===== src/ptr_pkg.sv =====
package ptr_pkg;

    // Default sizes of the tables.
    localparam int NumFramesDef    = 16;
    localparam int PagesPerProcDef = 64;
    localparam int NumProcsDef     = 8;

    // Fixed field widths.
    localparam int ProcW  = 3;
    localparam int VaW    = 22;
    localparam int PaW    = 20;
    localparam int VpageW = 6;
    localparam int FrameW = 4;
    localparam int CntW   = 32;
    localparam int StampW = 64;
    localparam int ShiftW = 5;
    localparam int PolW   = 2;

    // Register indexes.
    localparam logic [0:0] RegPolicy = 1'b0;
    localparam logic [0:0] RegShift  = 1'b1;

    // Policy codes.
    localparam logic [PolW-1:0] PolFifo  = 2'd0;
    localparam logic [PolW-1:0] PolLru   = 2'd1;
    localparam logic [PolW-1:0] PolClock = 2'd2;

    // Commands from the controller to the datapath.
    typedef struct packed {
        logic load;      // capture the input word and look up the page table
        logic check;     // decide range and hit from the table read
        logic hit_upd;   // apply a hit
        logic scan_init; // start the frame scan
        logic scan_step; // examine one frame
        logic vic_rd;    // read the victim page table slot
        logic fill;      // install the new page
        logic oor;       // build an out of range result
        logic emit;      // move the result into the output register
    } t_cmd;

    // Status from the datapath to the controller.
    typedef struct packed {
        logic oor;
        logic hit;
        logic scan_done;
        logic out_full;
    } t_sts;

endpackage


===== src/page_translate_replace.sv =====
// Demand paging translator with FIFO, LRU or clock replacement.
// Input stream: one word per access, proc_id and virt_addr. Output stream:
// one result word per access. Config channel: index 0 sets the replace
// policy, index 1 the page shift; write only while the block is idle.
// A word is taken only while no access is in flight, so one access is
// processed at a time. A hit or an out of range access passes through the
// lookup, check and emit states. A fault scans the frame table one frame a
// cycle, then reads the victim slot and fills the frame: a free frame ends
// the scan at the lowest free index, a FIFO or LRU eviction scans every
// frame, and a clock eviction then also sweeps the hand. The scan loop over
// the frames sets the fault latency. The input is ready again once the
// result is in the output register. Reset empties every frame, which drops
// all mappings, clears the access clock, the clock hand and both counters,
// and restores the policy to FIFO and the page shift to 12. A stalled
// receiver holds the result in the output register; one more access is
// processed meanwhile and then waits for the register, so the input stalls
// until the result has left.
module page_translate_replace #(
    parameter int FRAME_COUNT    = ptr_pkg::NumFramesDef,
    parameter int PAGES_PER_PROC = ptr_pkg::PagesPerProcDef,
    parameter int NUM_PROCS      = ptr_pkg::NumProcsDef
) (
    input  logic         i_clk,
    input  logic         i_rst_n,
    input  logic         i_cfg_valid,
    output logic         o_cfg_ready,
    input  logic         i_cfg_index,
    input  logic [4:0]   i_cfg_data,
    input  logic         s_axis_tvalid,
    output logic         s_axis_tready,
    input  logic [31:0]  s_axis_tdata,  // proc_id[2:0], virt_addr[24:3]
    output logic         m_axis_tvalid,
    input  logic         m_axis_tready,
    // phys_addr[19:0], was_hit[20], out_of_range[21], did_evict[22],
    // victim_proc[25:23], victim_page[31:26], frame_used[35:32],
    // hits_so_far[67:36], faults_so_far[99:68]
    output logic [103:0] m_axis_tdata
);
    import ptr_pkg::*;

    t_cmd w_cmd;
    t_sts w_sts;

    assign o_cfg_ready = 1'b1;

    ptr_ctrl u_ctrl (
        .i_clk      (i_clk),
        .i_rst_n    (i_rst_n),
        .i_in_valid (s_axis_tvalid),
        .o_in_ready (s_axis_tready),
        .i_sts      (w_sts),
        .o_cmd      (w_cmd)
    );

    ptr_dp #(
        .FRAME_COUNT    (FRAME_COUNT),
        .PAGES_PER_PROC (PAGES_PER_PROC),
        .NUM_PROCS      (NUM_PROCS)
    ) u_dp (
        .i_clk       (i_clk),
        .i_rst_n     (i_rst_n),
        .i_cfg_valid (i_cfg_valid),
        .i_cfg_index (i_cfg_index),
        .i_cfg_data  (i_cfg_data),
        .i_in_data   (s_axis_tdata[ProcW+VaW-1:0]),
        .i_cmd       (w_cmd),
        .o_sts       (w_sts),
        .o_out_valid (m_axis_tvalid),
        .i_out_ready (m_axis_tready),
        .o_out_data  (m_axis_tdata)
    );

endmodule


===== src/ptr_ctrl.sv =====
module ptr_ctrl (
    input  logic          i_clk,
    input  logic          i_rst_n,
    input  logic          i_in_valid,
    output logic          o_in_ready,
    input  ptr_pkg::t_sts i_sts,
    output ptr_pkg::t_cmd o_cmd
);
    import ptr_pkg::*;

    localparam logic [2:0] S_IDLE  = 3'd0;
    localparam logic [2:0] S_LOOK  = 3'd1;
    localparam logic [2:0] S_CHECK = 3'd2;
    localparam logic [2:0] S_SCAN  = 3'd3;
    localparam logic [2:0] S_VIC   = 3'd4;
    localparam logic [2:0] S_FILL  = 3'd5;
    localparam logic [2:0] S_EMIT  = 3'd6;

    logic [2:0] r_state, n_state;

    assign o_in_ready = (r_state == S_IDLE);

    // Sequence an access: lookup, fault scan and fill, result.
    always_comb begin
        n_state = r_state;
        o_cmd   = '0;
        case (r_state)
            S_IDLE: begin
                if (i_in_valid) begin
                    o_cmd.load = 1'b1;
                    n_state    = S_LOOK;
                end
            end
            S_LOOK: n_state = S_CHECK;
            S_CHECK: begin
                o_cmd.check = 1'b1;
                if (i_sts.oor) begin
                    o_cmd.oor = 1'b1;
                    n_state   = S_EMIT;
                end else if (i_sts.hit) begin
                    o_cmd.hit_upd = 1'b1;
                    n_state       = S_EMIT;
                end else begin
                    o_cmd.scan_init = 1'b1;
                    n_state         = S_SCAN;
                end
            end
            S_SCAN: begin
                o_cmd.scan_step = 1'b1;
                if (i_sts.scan_done) n_state = S_VIC;
            end
            S_VIC: begin
                o_cmd.vic_rd = 1'b1;
                n_state      = S_FILL;
            end
            S_FILL: begin
                o_cmd.fill = 1'b1;
                n_state    = S_EMIT;
            end
            S_EMIT: begin
                if (!i_sts.out_full) begin
                    o_cmd.emit = 1'b1;
                    n_state    = S_IDLE;
                end
            end
            default: n_state = S_IDLE;
        endcase
    end

    always_ff @(posedge i_clk) begin
        if (!i_rst_n) r_state <= S_IDLE;
        else          r_state <= n_state;
    end

endmodule


===== src/ptr_dp.sv =====
module ptr_dp #(
    parameter int FRAME_COUNT    = ptr_pkg::NumFramesDef,
    parameter int PAGES_PER_PROC = ptr_pkg::PagesPerProcDef,
    parameter int NUM_PROCS      = ptr_pkg::NumProcsDef
) (
    input  logic                      i_clk,
    input  logic                      i_rst_n,
    input  logic                      i_cfg_valid,
    input  logic                      i_cfg_index,
    input  logic [ptr_pkg::ShiftW-1:0] i_cfg_data,
    input  logic [ptr_pkg::ProcW+ptr_pkg::VaW-1:0] i_in_data,
    input  ptr_pkg::t_cmd             i_cmd,
    output ptr_pkg::t_sts             o_sts,
    output logic                      o_out_valid,
    input  logic                      i_out_ready,
    output logic [103:0]              o_out_data
);
    import ptr_pkg::*;

    localparam int FIdxW  = (FRAME_COUNT > 1) ? $clog2(FRAME_COUNT) : 1;
    localparam int PIdxW  = (PAGES_PER_PROC > 1) ? $clog2(PAGES_PER_PROC) : 1;
    localparam int ClrLen = 2 * FRAME_COUNT + 1;
    localparam int CntStW = $clog2(ClrLen + 1);

    // Configuration registers.
    logic [PolW-1:0]   r_policy;
    logic [ShiftW-1:0] r_shift;
    always_ff @(posedge i_clk) begin
        if (!i_rst_n) begin
            r_policy <= PolFifo;
            r_shift  <= ShiftW'(12);
        end else if (i_cfg_valid) begin
            if (i_cfg_index == RegPolicy) r_policy <= i_cfg_data[PolW-1:0];
            else                          r_shift  <= i_cfg_data;
        end
    end

    // Captured access.
    logic [ProcW-1:0] r_pid;
    logic [VaW-1:0]   r_va;
    logic [VaW-1:0]   w_vpn_full, w_off;
    always_ff @(posedge i_clk) begin
        if (i_cmd.load) begin
            r_pid <= i_in_data[ProcW-1:0];
            r_va  <= i_in_data[ProcW+VaW-1:ProcW];
        end
    end
    assign w_vpn_full = r_va >> r_shift;
    assign w_off      = r_va & ~({VaW{1'b1}} << r_shift);

    logic w_oor;
    assign w_oor = (w_vpn_full >= VaW'(PAGES_PER_PROC)) || (int'(r_pid) >= NUM_PROCS);

    // Frame table. A page is resident exactly when a busy frame holds it,
    // so the frame table also serves as the page table.
    logic [FRAME_COUNT-1:0] r_busy, r_ref;
    logic [ProcW-1:0]       r_owner [FRAME_COUNT];
    logic [PIdxW-1:0]       r_fpage [FRAME_COUNT];
    logic [StampW-1:0]      r_arr   [FRAME_COUNT];
    logic [StampW-1:0]      r_last  [FRAME_COUNT];

    logic [StampW-1:0] r_clock;
    logic [FIdxW-1:0]  r_hand;
    logic [CntW-1:0]   r_hits, r_faults;

    // Scan state.
    logic [FIdxW-1:0]  r_scan_i, r_best, r_sel;
    logic [StampW-1:0] r_best_st;
    logic [CntStW-1:0] r_steps;
    logic              r_found_free, r_evict, r_done, r_hit;
    logic [FIdxW-1:0]  r_frame;

    // Pending result kind and victim details.
    logic              r_hit_or_oor_oor;
    logic [PIdxW-1:0]  r_fpage_v;
    logic [ProcW-1:0]  r_owner_v;

    // Compare the access against every frame; at most one can match.
    logic [FRAME_COUNT-1:0] w_match;
    logic [FIdxW-1:0]       w_match_fr;
    always_comb begin
        w_match_fr = '0;
        for (int f = FRAME_COUNT - 1; f >= 0; f--) begin
            w_match[f] = r_busy[f] && (r_owner[f] == r_pid)
                         && (r_fpage[f] == w_vpn_full[PIdxW-1:0]);
            if (w_match[f]) w_match_fr = FIdxW'(f);
        end
    end

    // Lookup result, registered.
    logic [FIdxW-1:0] r_match_fr;
    logic             r_match;
    always_ff @(posedge i_clk) begin
        r_match_fr <= w_match_fr;
        r_match    <= |w_match;
    end

    logic [StampW-1:0] w_stamp;
    assign w_stamp = (r_policy == PolLru) ? r_last[r_scan_i] : r_arr[r_scan_i];
    logic [FIdxW-1:0] w_hand_nx;
    assign w_hand_nx = (int'(r_hand) == FRAME_COUNT - 1) ? '0 : r_hand + 1'b1;

    assign o_sts.oor       = w_oor;
    assign o_sts.hit       = r_match;
    assign o_sts.scan_done = r_done;
    assign o_sts.out_full  = o_out_valid && !i_out_ready;

    // Main datapath registers.
    always_ff @(posedge i_clk) begin
        if (!i_rst_n) begin
            r_busy      <= '0;
            r_clock     <= '0;
            r_hand      <= '0;
            r_hits      <= '0;
            r_faults    <= '0;
            r_done      <= 1'b0;
        end else begin
            if (i_cmd.check && !w_oor) r_clock <= r_clock + 1'b1;
            if (i_cmd.hit_upd) begin
                r_hit   <= 1'b1;
                r_evict <= 1'b0;
                r_frame <= r_match_fr;
                r_last[r_match_fr] <= r_clock + 1'b1;
                r_ref[r_match_fr]  <= 1'b1;
                if (r_hits != '1) r_hits <= r_hits + 1'b1;
            end
            if (i_cmd.scan_init) begin
                r_hit        <= 1'b0;
                r_scan_i     <= '0;
                r_steps      <= '0;
                r_found_free <= 1'b0;
                r_done       <= 1'b0;
                r_best       <= '0;
                r_best_st    <= '1;
                if (r_faults != '1) r_faults <= r_faults + 1'b1;
            end
            // First sweep looks for the lowest free frame and the oldest stamp;
            // clock sweeps follow if needed.
            if (i_cmd.scan_step && !r_done) begin
                if (int'(r_steps) < FRAME_COUNT) begin
                    if (!r_busy[r_scan_i] && !r_found_free) begin
                        r_found_free <= 1'b1;
                        r_sel        <= r_scan_i;
                        r_done       <= 1'b1;
                    end else if (w_stamp < r_best_st || r_steps == '0) begin
                        r_best    <= r_scan_i;
                        r_best_st <= w_stamp;
                    end
                    r_scan_i <= (int'(r_scan_i) == FRAME_COUNT - 1) ? '0 : r_scan_i + 1'b1;
                    r_steps  <= r_steps + 1'b1;
                    if (int'(r_steps) == FRAME_COUNT - 1 && r_busy[r_scan_i]
                        && r_policy != PolClock) begin
                        r_sel  <= (w_stamp < r_best_st) ? r_scan_i : r_best;
                        r_done <= 1'b1;
                    end
                end else begin
                    r_hand <= w_hand_nx;
                    r_steps <= r_steps + 1'b1;
                    if (!r_ref[r_hand] || int'(r_steps) >= ClrLen + FRAME_COUNT - 1) begin
                        r_sel  <= r_hand;
                        r_done <= 1'b1;
                    end else begin
                        r_ref[r_hand] <= 1'b0;
                    end
                end
            end
            if (i_cmd.vic_rd) begin
                r_done    <= 1'b0;
                r_evict   <= !r_found_free;
                r_frame   <= r_sel;
            end
            // Installing the page in its frame also drops the old mapping.
            if (i_cmd.fill) begin
                r_busy[r_frame]    <= 1'b1;
                r_owner[r_frame]   <= r_pid;
                r_fpage[r_frame]   <= w_vpn_full[PIdxW-1:0];
                r_arr[r_frame]     <= r_clock;
                r_last[r_frame]    <= r_clock;
                r_ref[r_frame]     <= 1'b1;
            end
        end
    end

    // Output register.
    logic [PaW-1:0] w_pa;
    logic [63:0]    w_pa_wide;
    assign w_pa_wide = (64'(r_frame) << r_shift) + 64'(w_off);
    assign w_pa      = w_pa_wide[PaW-1:0];

    always_ff @(posedge i_clk) begin
        if (!i_rst_n) begin
            o_out_valid <= 1'b0;
        end else if (i_cmd.emit) begin
            o_out_valid <= 1'b1;
            if (r_hit_or_oor_oor) begin
                o_out_data <= {4'd0, r_faults, r_hits, 4'd0, 6'd0, 3'd0, 1'b0,
                               1'b1, 1'b0, 20'd0};
            end else begin
                o_out_data <= {4'd0, r_faults, r_hits, FrameW'(r_frame),
                               r_evict ? VpageW'(r_fpage_v) : 6'd0,
                               r_evict ? r_owner_v : 3'd0,
                               r_evict, 1'b0, r_hit, w_pa};
            end
        end else if (i_out_ready) begin
            o_out_valid <= 1'b0;
        end
    end

    // Remember whether the pending result is out of range, and victim details.
    always_ff @(posedge i_clk) begin
        if (i_cmd.check) r_hit_or_oor_oor <= i_cmd.oor;
        if (i_cmd.vic_rd) begin
            r_fpage_v <= r_fpage[r_sel];
            r_owner_v <= r_owner[r_sel];
        end
    end

endmodule

===== config.mk =====
export PLATFORM = sky130hd
export DESIGN_NAME = page_translate_replace
export DESIGN_NICKNAME = d
export VERILOG_FILES = /design/src/ptr_pkg.sv /design/src/page_translate_replace.sv /design/src/ptr_ctrl.sv /design/src/ptr_dp.sv
export SDC_FILE = /design/constraint.sdc
export NUM_CORES = 2
export LEC_CHECK = 0
export BUFFER_PORTS_ARGS = -buffer_cell sky130_fd_sc_hd__buf_2
export CAP_MARGIN = 30
export CORE_MARGIN = 2
export CORE_UTILIZATION = 40
export CTS_CLUSTER_DIAMETER = 150
export DETAILED_ROUTE_END_ITERATION = 12
export PLACE_DENSITY_LB_ADDON = 0.05
export SYNTH_ARGS = -nofsm -noshare
export SYNTH_HDL_FRONTEND = slang
export SYNTH_SLANG_ARGS = --single-unit
export TNS_END_PERCENT = 1

===== constraint.sdc =====
create_clock -name i_clk -period 16.73 [get_ports i_clk]
set_input_delay 0.8365 -clock i_clk [delete_from_list [all_inputs] [get_ports i_clk]]
set_output_delay 0.8365 -clock i_clk [all_outputs]
set_load 0.05 [all_outputs]

# Word level (Yosys, flattened, before mapping)
# Memories as Yosys holds them, arrays and structs flattened. A register that Yosys moved wholly into a read port is not among the register bits.
# Cells that the tools add are included.
[word_totals]
output_inout_bits = 107
memories = 4
register_bits = 396
word_cells = 292
ram_bits = 2192
[mem_list]
columns = ["memory", "depth", "width", "rd", "rd_ports_with_merged_regs", "wr", "line", "text"]
rows = [
  ["u_dp.r_arr", 16, 64, 1, 1, 1, "ptr_dp.sv:59", "logic [StampW-1:0] r_arr [FRAME_COUNT];"],
  ["u_dp.r_last", 16, 64, 1, 1, 1, "ptr_dp.sv:60", "logic [StampW-1:0] r_last [FRAME_COUNT];"],
  ["u_dp.r_fpage", 16, 6, 17, 1, 1, "ptr_dp.sv:58", "logic [PIdxW-1:0] r_fpage [FRAME_COUNT];"],
  ["u_dp.r_owner", 16, 3, 17, 1, 1, "ptr_dp.sv:57", "logic [ProcW-1:0] r_owner [FRAME_COUNT];"],
]
[op_classes]
add_sub_neg = 7
magnitude_cmp = 11
n_reduce_logical = 74
eq_ne = 49
muxes = 102
n_bitwise = 11
n_shift = 3
[op_table]
columns = ["op", "n"]
rows = [
  ["64-bit 2-to-1 mux", 7],
  ["16-bit 2-to-1 mux", 7],
  ["4-bit 2-to-1 mux", 28],
  ["6-bit == test", 16],
  ["32-bit by 1-bit adder with 32-bit output, second input constant", 2],
  ["64-bit by 1-bit adder with 64-bit output, second input constant", 1],
  ["64-bit less-than comparator", 1],
  ["32-bit != test, second input constant", 2],
  ["64-bit OR reduction", 1],
  ["3-bit == test", 16],
  ["16-bit bitwise OR", 3],
  ["1-bit logical AND", 41],
  ["1-bit 2-to-1 mux", 38],
  ["3-bit 2-to-1 mux", 10],
  ["22-bit by 7-bit >= comparator with 1-bit output, second input constant", 1],
  ["22-bit 2-to-1 mux", 1],
  ["22-bit by 5-bit left shift with 20-bit output, first input constant", 1],
  ["22-bit by 5-bit >> shifter with 22-bit output", 1],
  ["3-bit case mux with 7 select lines", 1],
  ["20-bit adder", 1],
  ["20-bit AND", 1],
  ["4-bit by 5-bit less-than comparator with 1-bit output, second input constant", 4],
  ["20-bit NOT", 1],
  ["4-bit by 5-bit left shift with 20-bit output", 1],
  ["33 further kinds", 71],
]

# Logic depth before layout (Yosys ltp)
# An unclocked memory read counts as a cell.
[logic_depth]
ltp_word = 19
mapped_depth = 21
mapped_depth_nobuf = 16

# By module
# A second synthesis with hierarchy kept.
[hier_totals]
cells_unflattened = 7918
hier_area_um2 = 120135.2
[modules_own_cells]
columns = ["module", "area_per_inst_um2", "n_inst", "seq_area_each_um2", "cells_per_inst"]
rows = [
  ["ptr_dp", 119851.2, 1, 76353.2, 7881],
  ["ptr_ctrl", 272.8, 1, 60.1, 35],
  ["page_translate_replace", 11.3, 1, 0.0, 2],
]

# Worst setup path before layout
# OpenSTA, ideal clock, no wires.
[synth_timing]
kind = "register -> register"
startpoint = "register u_dp.r_shift[1] (netlist name)"
endpoint = "memory u_dp.r_arr[11][0] (enable)"
path_buffers = 4
path_slack_ps = 10498
arrival_ps = 5717
setup_ps = 515
synth_period_minus_slack_ps = 6232
required_ps = 16215
stages_incl_launch_ff = 13
cell_sequence = "dfxtp_1 -> buf_6 -> buf_6 -> buf_4 -> buf_2 -> a21oi_1 -> nor3b_1 -> o211ai_1 -> a221o_1 -> a21oi_2 -> a31o_2 -> and3_1 -> nor2b_1"
[synth_rtl]
columns = ["element", "line"]
rows = [
  ["to (decl)", "ptr_dp.sv:59"],
]

==> run_results.csv <==
group,metric,value,unit
run_status,status,"finished clean",
critical_path,cp-start-kind,"flip-flop",
critical_path,critPathRequiredTime,17.35,ns
global_route,grt_pass1_wl,421000,um
timing,tns,0,ns
floorplanning,die_w,522,um
critical_path,critPathKind,"reg -> reg",
floorplanning,die_area,272000,um^2
routing,drt-total-wl,295000,um
power,power_per_cell_area,118,nW/um^2
flow_run,cap_viol_max_count,0,
synthesis,synth_area,107000,um^2
timing,fmaxAchievable,0.116,GHz
synthesis,yosysUniqueCellTypes,91,
routing,vias_per_cell,5.58,
timing,maxSlewViolCount,0,
global_route,grt_pass1_vias,56500,
synthesis,synth-seq-area-share,0.713,
routing,ant_nets,0,
timing,slew-limit-headroom,0.245,
critical_path,worst_r2r_endpoint,"u_dp.r_best_st[29]$_DFFE_PP_",
synthesis,avgSynthCellArea,19.1,um^2
timing,period_minus_slack,8.61,ns
clocking,holdBufCountCts,0,
synthesis,ys.flop_type,"edfxtp_1",
final_layout,final_net_count,6106,
routing,dr.first_iter.drc_count,4465,
critical_path,cp-end-kind,"flip-flop",
global_route,gr-total-overflow,0,
clocking,cts_root_buffer,"clkbuf_16",
floorplanning,initial_core_util,0.401,
power,irDropWorstVdd,0.0816,mV
synthesis,synth_top_area_frac,0.682,
floorplanning,io-pin-count,150,
synthesis,synth-edff-count,2432,
power,p_total,0.0144,W
synthesis,yosysTopAreaCell,"edfxtp_1",
worst_hold_path,hold_path_class,"in -> reg",
final_layout,synthToLayoutAreaGrowth,14.5,%
timing,finalCritPeriodShare,0.514,
timing,rsz0062_at_grt,"false",
global_route,grt_max_degree,141,
synthesis,synth_seq_cells,2601,
worst_hold_path,min_path_cells,1,
timing,skew,0.0579,ns
timing,setup_viol,0,
synthesis,ys_warn_count,0,
synthesis,synthTopCellsByArea,"edfxtp_1 68%, mux4_2 15%, dfxtp_1 3.2%, xnor2_1 1.8%, mux2_2 1.3%",
floorplanning,die_height,522,um
clocking,insertion_delay,0.89,ns
worst_hold_path,hold_start,"s_axis_tdata[20]",
floorplanning,rows,190,
global_route,antenna_found_initial,6,
routing,drcViolationCount,0,
place,place_hpwl,160000,um
place,place.gp.congestion,0.806,
timing,tightestPinTransition,1.12,ns
synthesis,netlist_top_cells_count,"2432 x edfxtp_1, 699 x mux4_2, 232 x nand2_1, 222 x xnor2_1, 195 x clkbuf_1",
clocking,htree_num_levels,5,
global_route,grt_use_total,0.216,
floorplanning,coreArea,267000,um^2
clocking,clkTransAtPathRegs,0.06,ns
critical_path,critPathArrivalTime,9.23,ns
routing,vias,54500,
clocking,cts.sinks,2601,
clocking,post-cts-setup-buffer-count,0,
synthesis,netlist_instances,5613,
clocking,cts_max_path_buffers,4,
power,leakage,40.5,nW
place,port_buffers,137,
clocking,post_cts_resized,0,
timing,whs,0.140,ns
synthesis,ys_async_sr_fraction,0,
clocking,cts_tree,"done",
routing,first_pass_iters,6,
worst_hold_path,whs_endpoint,"u_dp.r_va[17]$_DFFE_PP_",
critical_path,rr_worst_depth,19,
clocking,numCtsBuffers,294,
synthesis,synth_most_common_cell,"edfxtp_1",
final_layout,drive_above_1_share,0.265,
routing,drt-wirelength-per-cell,30.3,um
critical_path,rrSetupSlack,8.12,ns
timing,hold_viol_final,0,
critical_path,worst-path-max-fanout,38,
==> worst max-delay path by stage <==
stage,start,to,slack [ns],depth (start not counted)
6_report,flip-flop,u_dp.r_best_st[29]$_DFFE_PP_,8.12,19
5_1_grt,flip-flop,u_dp.r_best_st[29]$_DFFE_PP_,7.61,19
4_1_cts,flip-flop,u_dp.r_best_st[8]$_DFFE_PP_,7.91,19
3_5_place_dp,flip-flop,u_dp.r_best_st[8]$_DFFE_PP_,7.90,19
3_3_place_gp,flip-flop,u_dp.r_best_st[13]$_DFFE_PP_,7.34,21
2_1_floorplan,u_dp.r_shift[1]$_SDFFE_PN0P_,u_dp.r_arr[11][0]$_DFFE_PP_,10.50,12
==> metal layers <==
| layer | GRT usage | vias to the layer above | wire length [um] |
|---|---|---|---|
| li1 | - | 23400 | - |
| met1 | 0.312 | 29600 | 135000 |
| met2 | 0.355 | 1183 | 144000 |
| met3 | 0.0245 | 320 | 11500 |
| met4 | 0.0430 | 0 | 5100 |
| met5 | 0 | - | 0 |
==> flip-flops by register name, summed over array words and instances, names as in the netlist, 6 cells and up, named ones only <==
signal / cells
u_dp.o_out_data: 100
u_dp.r_steps: 6
u_dp.r_arr: 1024
u_dp.r_fpage: 96
u_dp.r_hits: 32
u_dp.r_va: 22
u_dp.r_faults: 32
u_dp.r_owner: 48
u_dp.r_busy: 16
u_dp.r_last: 1024
u_dp.r_ref: 16
u_dp.r_best_st: 64
u_dp.r_fpage_v: 6
u_dp.r_clock: 64
==> cell usage in the layout (no fill, tap or decap), types with 49 or more instances in the layout <==
| cell | Yosys | layout |
|---|---|---|
| a21oi_1 | 68 | 68 |
| o21ai_0 | 63 | 63 |
| clkbuf_16 | 0 | 299 |
| clkinv_1 | 3 | 56 |
| inv_1 | 100 | 99 |
| and2_1 | 136 | 137 |
| edfxtp_1 | 2432 | 2432 |
| mux4_2 | 699 | 699 |
| buf_2 | 16 | 138 |
| xor2_1 | 105 | 105 |
| nor2_1 | 176 | 146 |
| dfxtp_1 | 169 | 164 |
| clkbuf_1 | 195 | 74 |
| nand3_1 | 92 | 92 |
| mux2_2 | 124 | 124 |
| nor3_1 | 49 | 49 |
| nand4_1 | 66 | 66 |
| nand2_1 | 232 | 231 |
| clkinv_2 | 0 | 53 |
| buf_4 | 12 | 160 |
| ha_1 | 92 | 92 |
| and3_1 | 51 | 51 |
| xnor2_1 | 222 | 222 |
==> critical path, cell delays in order (launching register included) <==
cell	delay, ns
dfxtp_4	0.80
buf_4	0.75
buf_4	0.76
mux4_2	0.61
mux4_2	0.52
mux2_2	0.30
ha_1	0.27
nand4_1	0.18
nor3_1	0.37
nand4_1	0.23
a211oi_1	0.87
nor4_1	0.16
buf_2	0.21
buf_4	0.13
a21oi_1	0.21
nor4_1	0.12
o21ai_4	0.15
buf_4	0.46
buf_4	0.64
mux2_2	0.41
==> power by group <==
part | switching [W] | internal, W
clock | 0.00261 | 0.00356
combinational | 0.000623 | 0.000468
sequential | 0.0000619 | 0.00710
==> cell families (layout without fill, tap and decap cells) <==
kind of cell    after synthesis  count (layout)  share of synthesized area
xor+xnor                    327             327                     0.0267
flops                      2601            2601                      0.713
mux                         885             885                      0.166
buf+inv                     384             969                     0.0143
simple gates                983             983                     0.0475
other cells                   2               7                  0.0000701
fa+ha+maj                    93              93                     0.0109
compound gates              338             338                     0.0211
==> cell type report <==
type / instances / area (um^2)
Antenna cell: 2 / 5.00
Clock buffer: 384 / 7910
Clock inverter: 143 / 1180
Fill cell: 22900 / 145000
Inverter: 105 / 397
Multi-Input combinational cell: 2631 / 29500
Sequential cell: 2601 / 76400
Tap cell: 3552 / 4440
Timing Repair Buffer: 337 / 2750
==> stage by stage <==
step / cells / utilization / setup slack, ns / area (um^2)
6_report: 9755 / 0.459 / 8.12 / 123000
5_1_grt: 9754 / 0.459 / 7.61 / 123000
4_1_cts: 9725 / 0.458 / 7.91 / 122000
3_5_place_dp: 9198 / 0.424 / 7.90 / 113000
3_3_place_gp: 9159 / 0.422 / 7.34 / 113000
2_1_floorplan: 5616 / - / 10.50 / 107000
(Power assumes the default switching activity.)
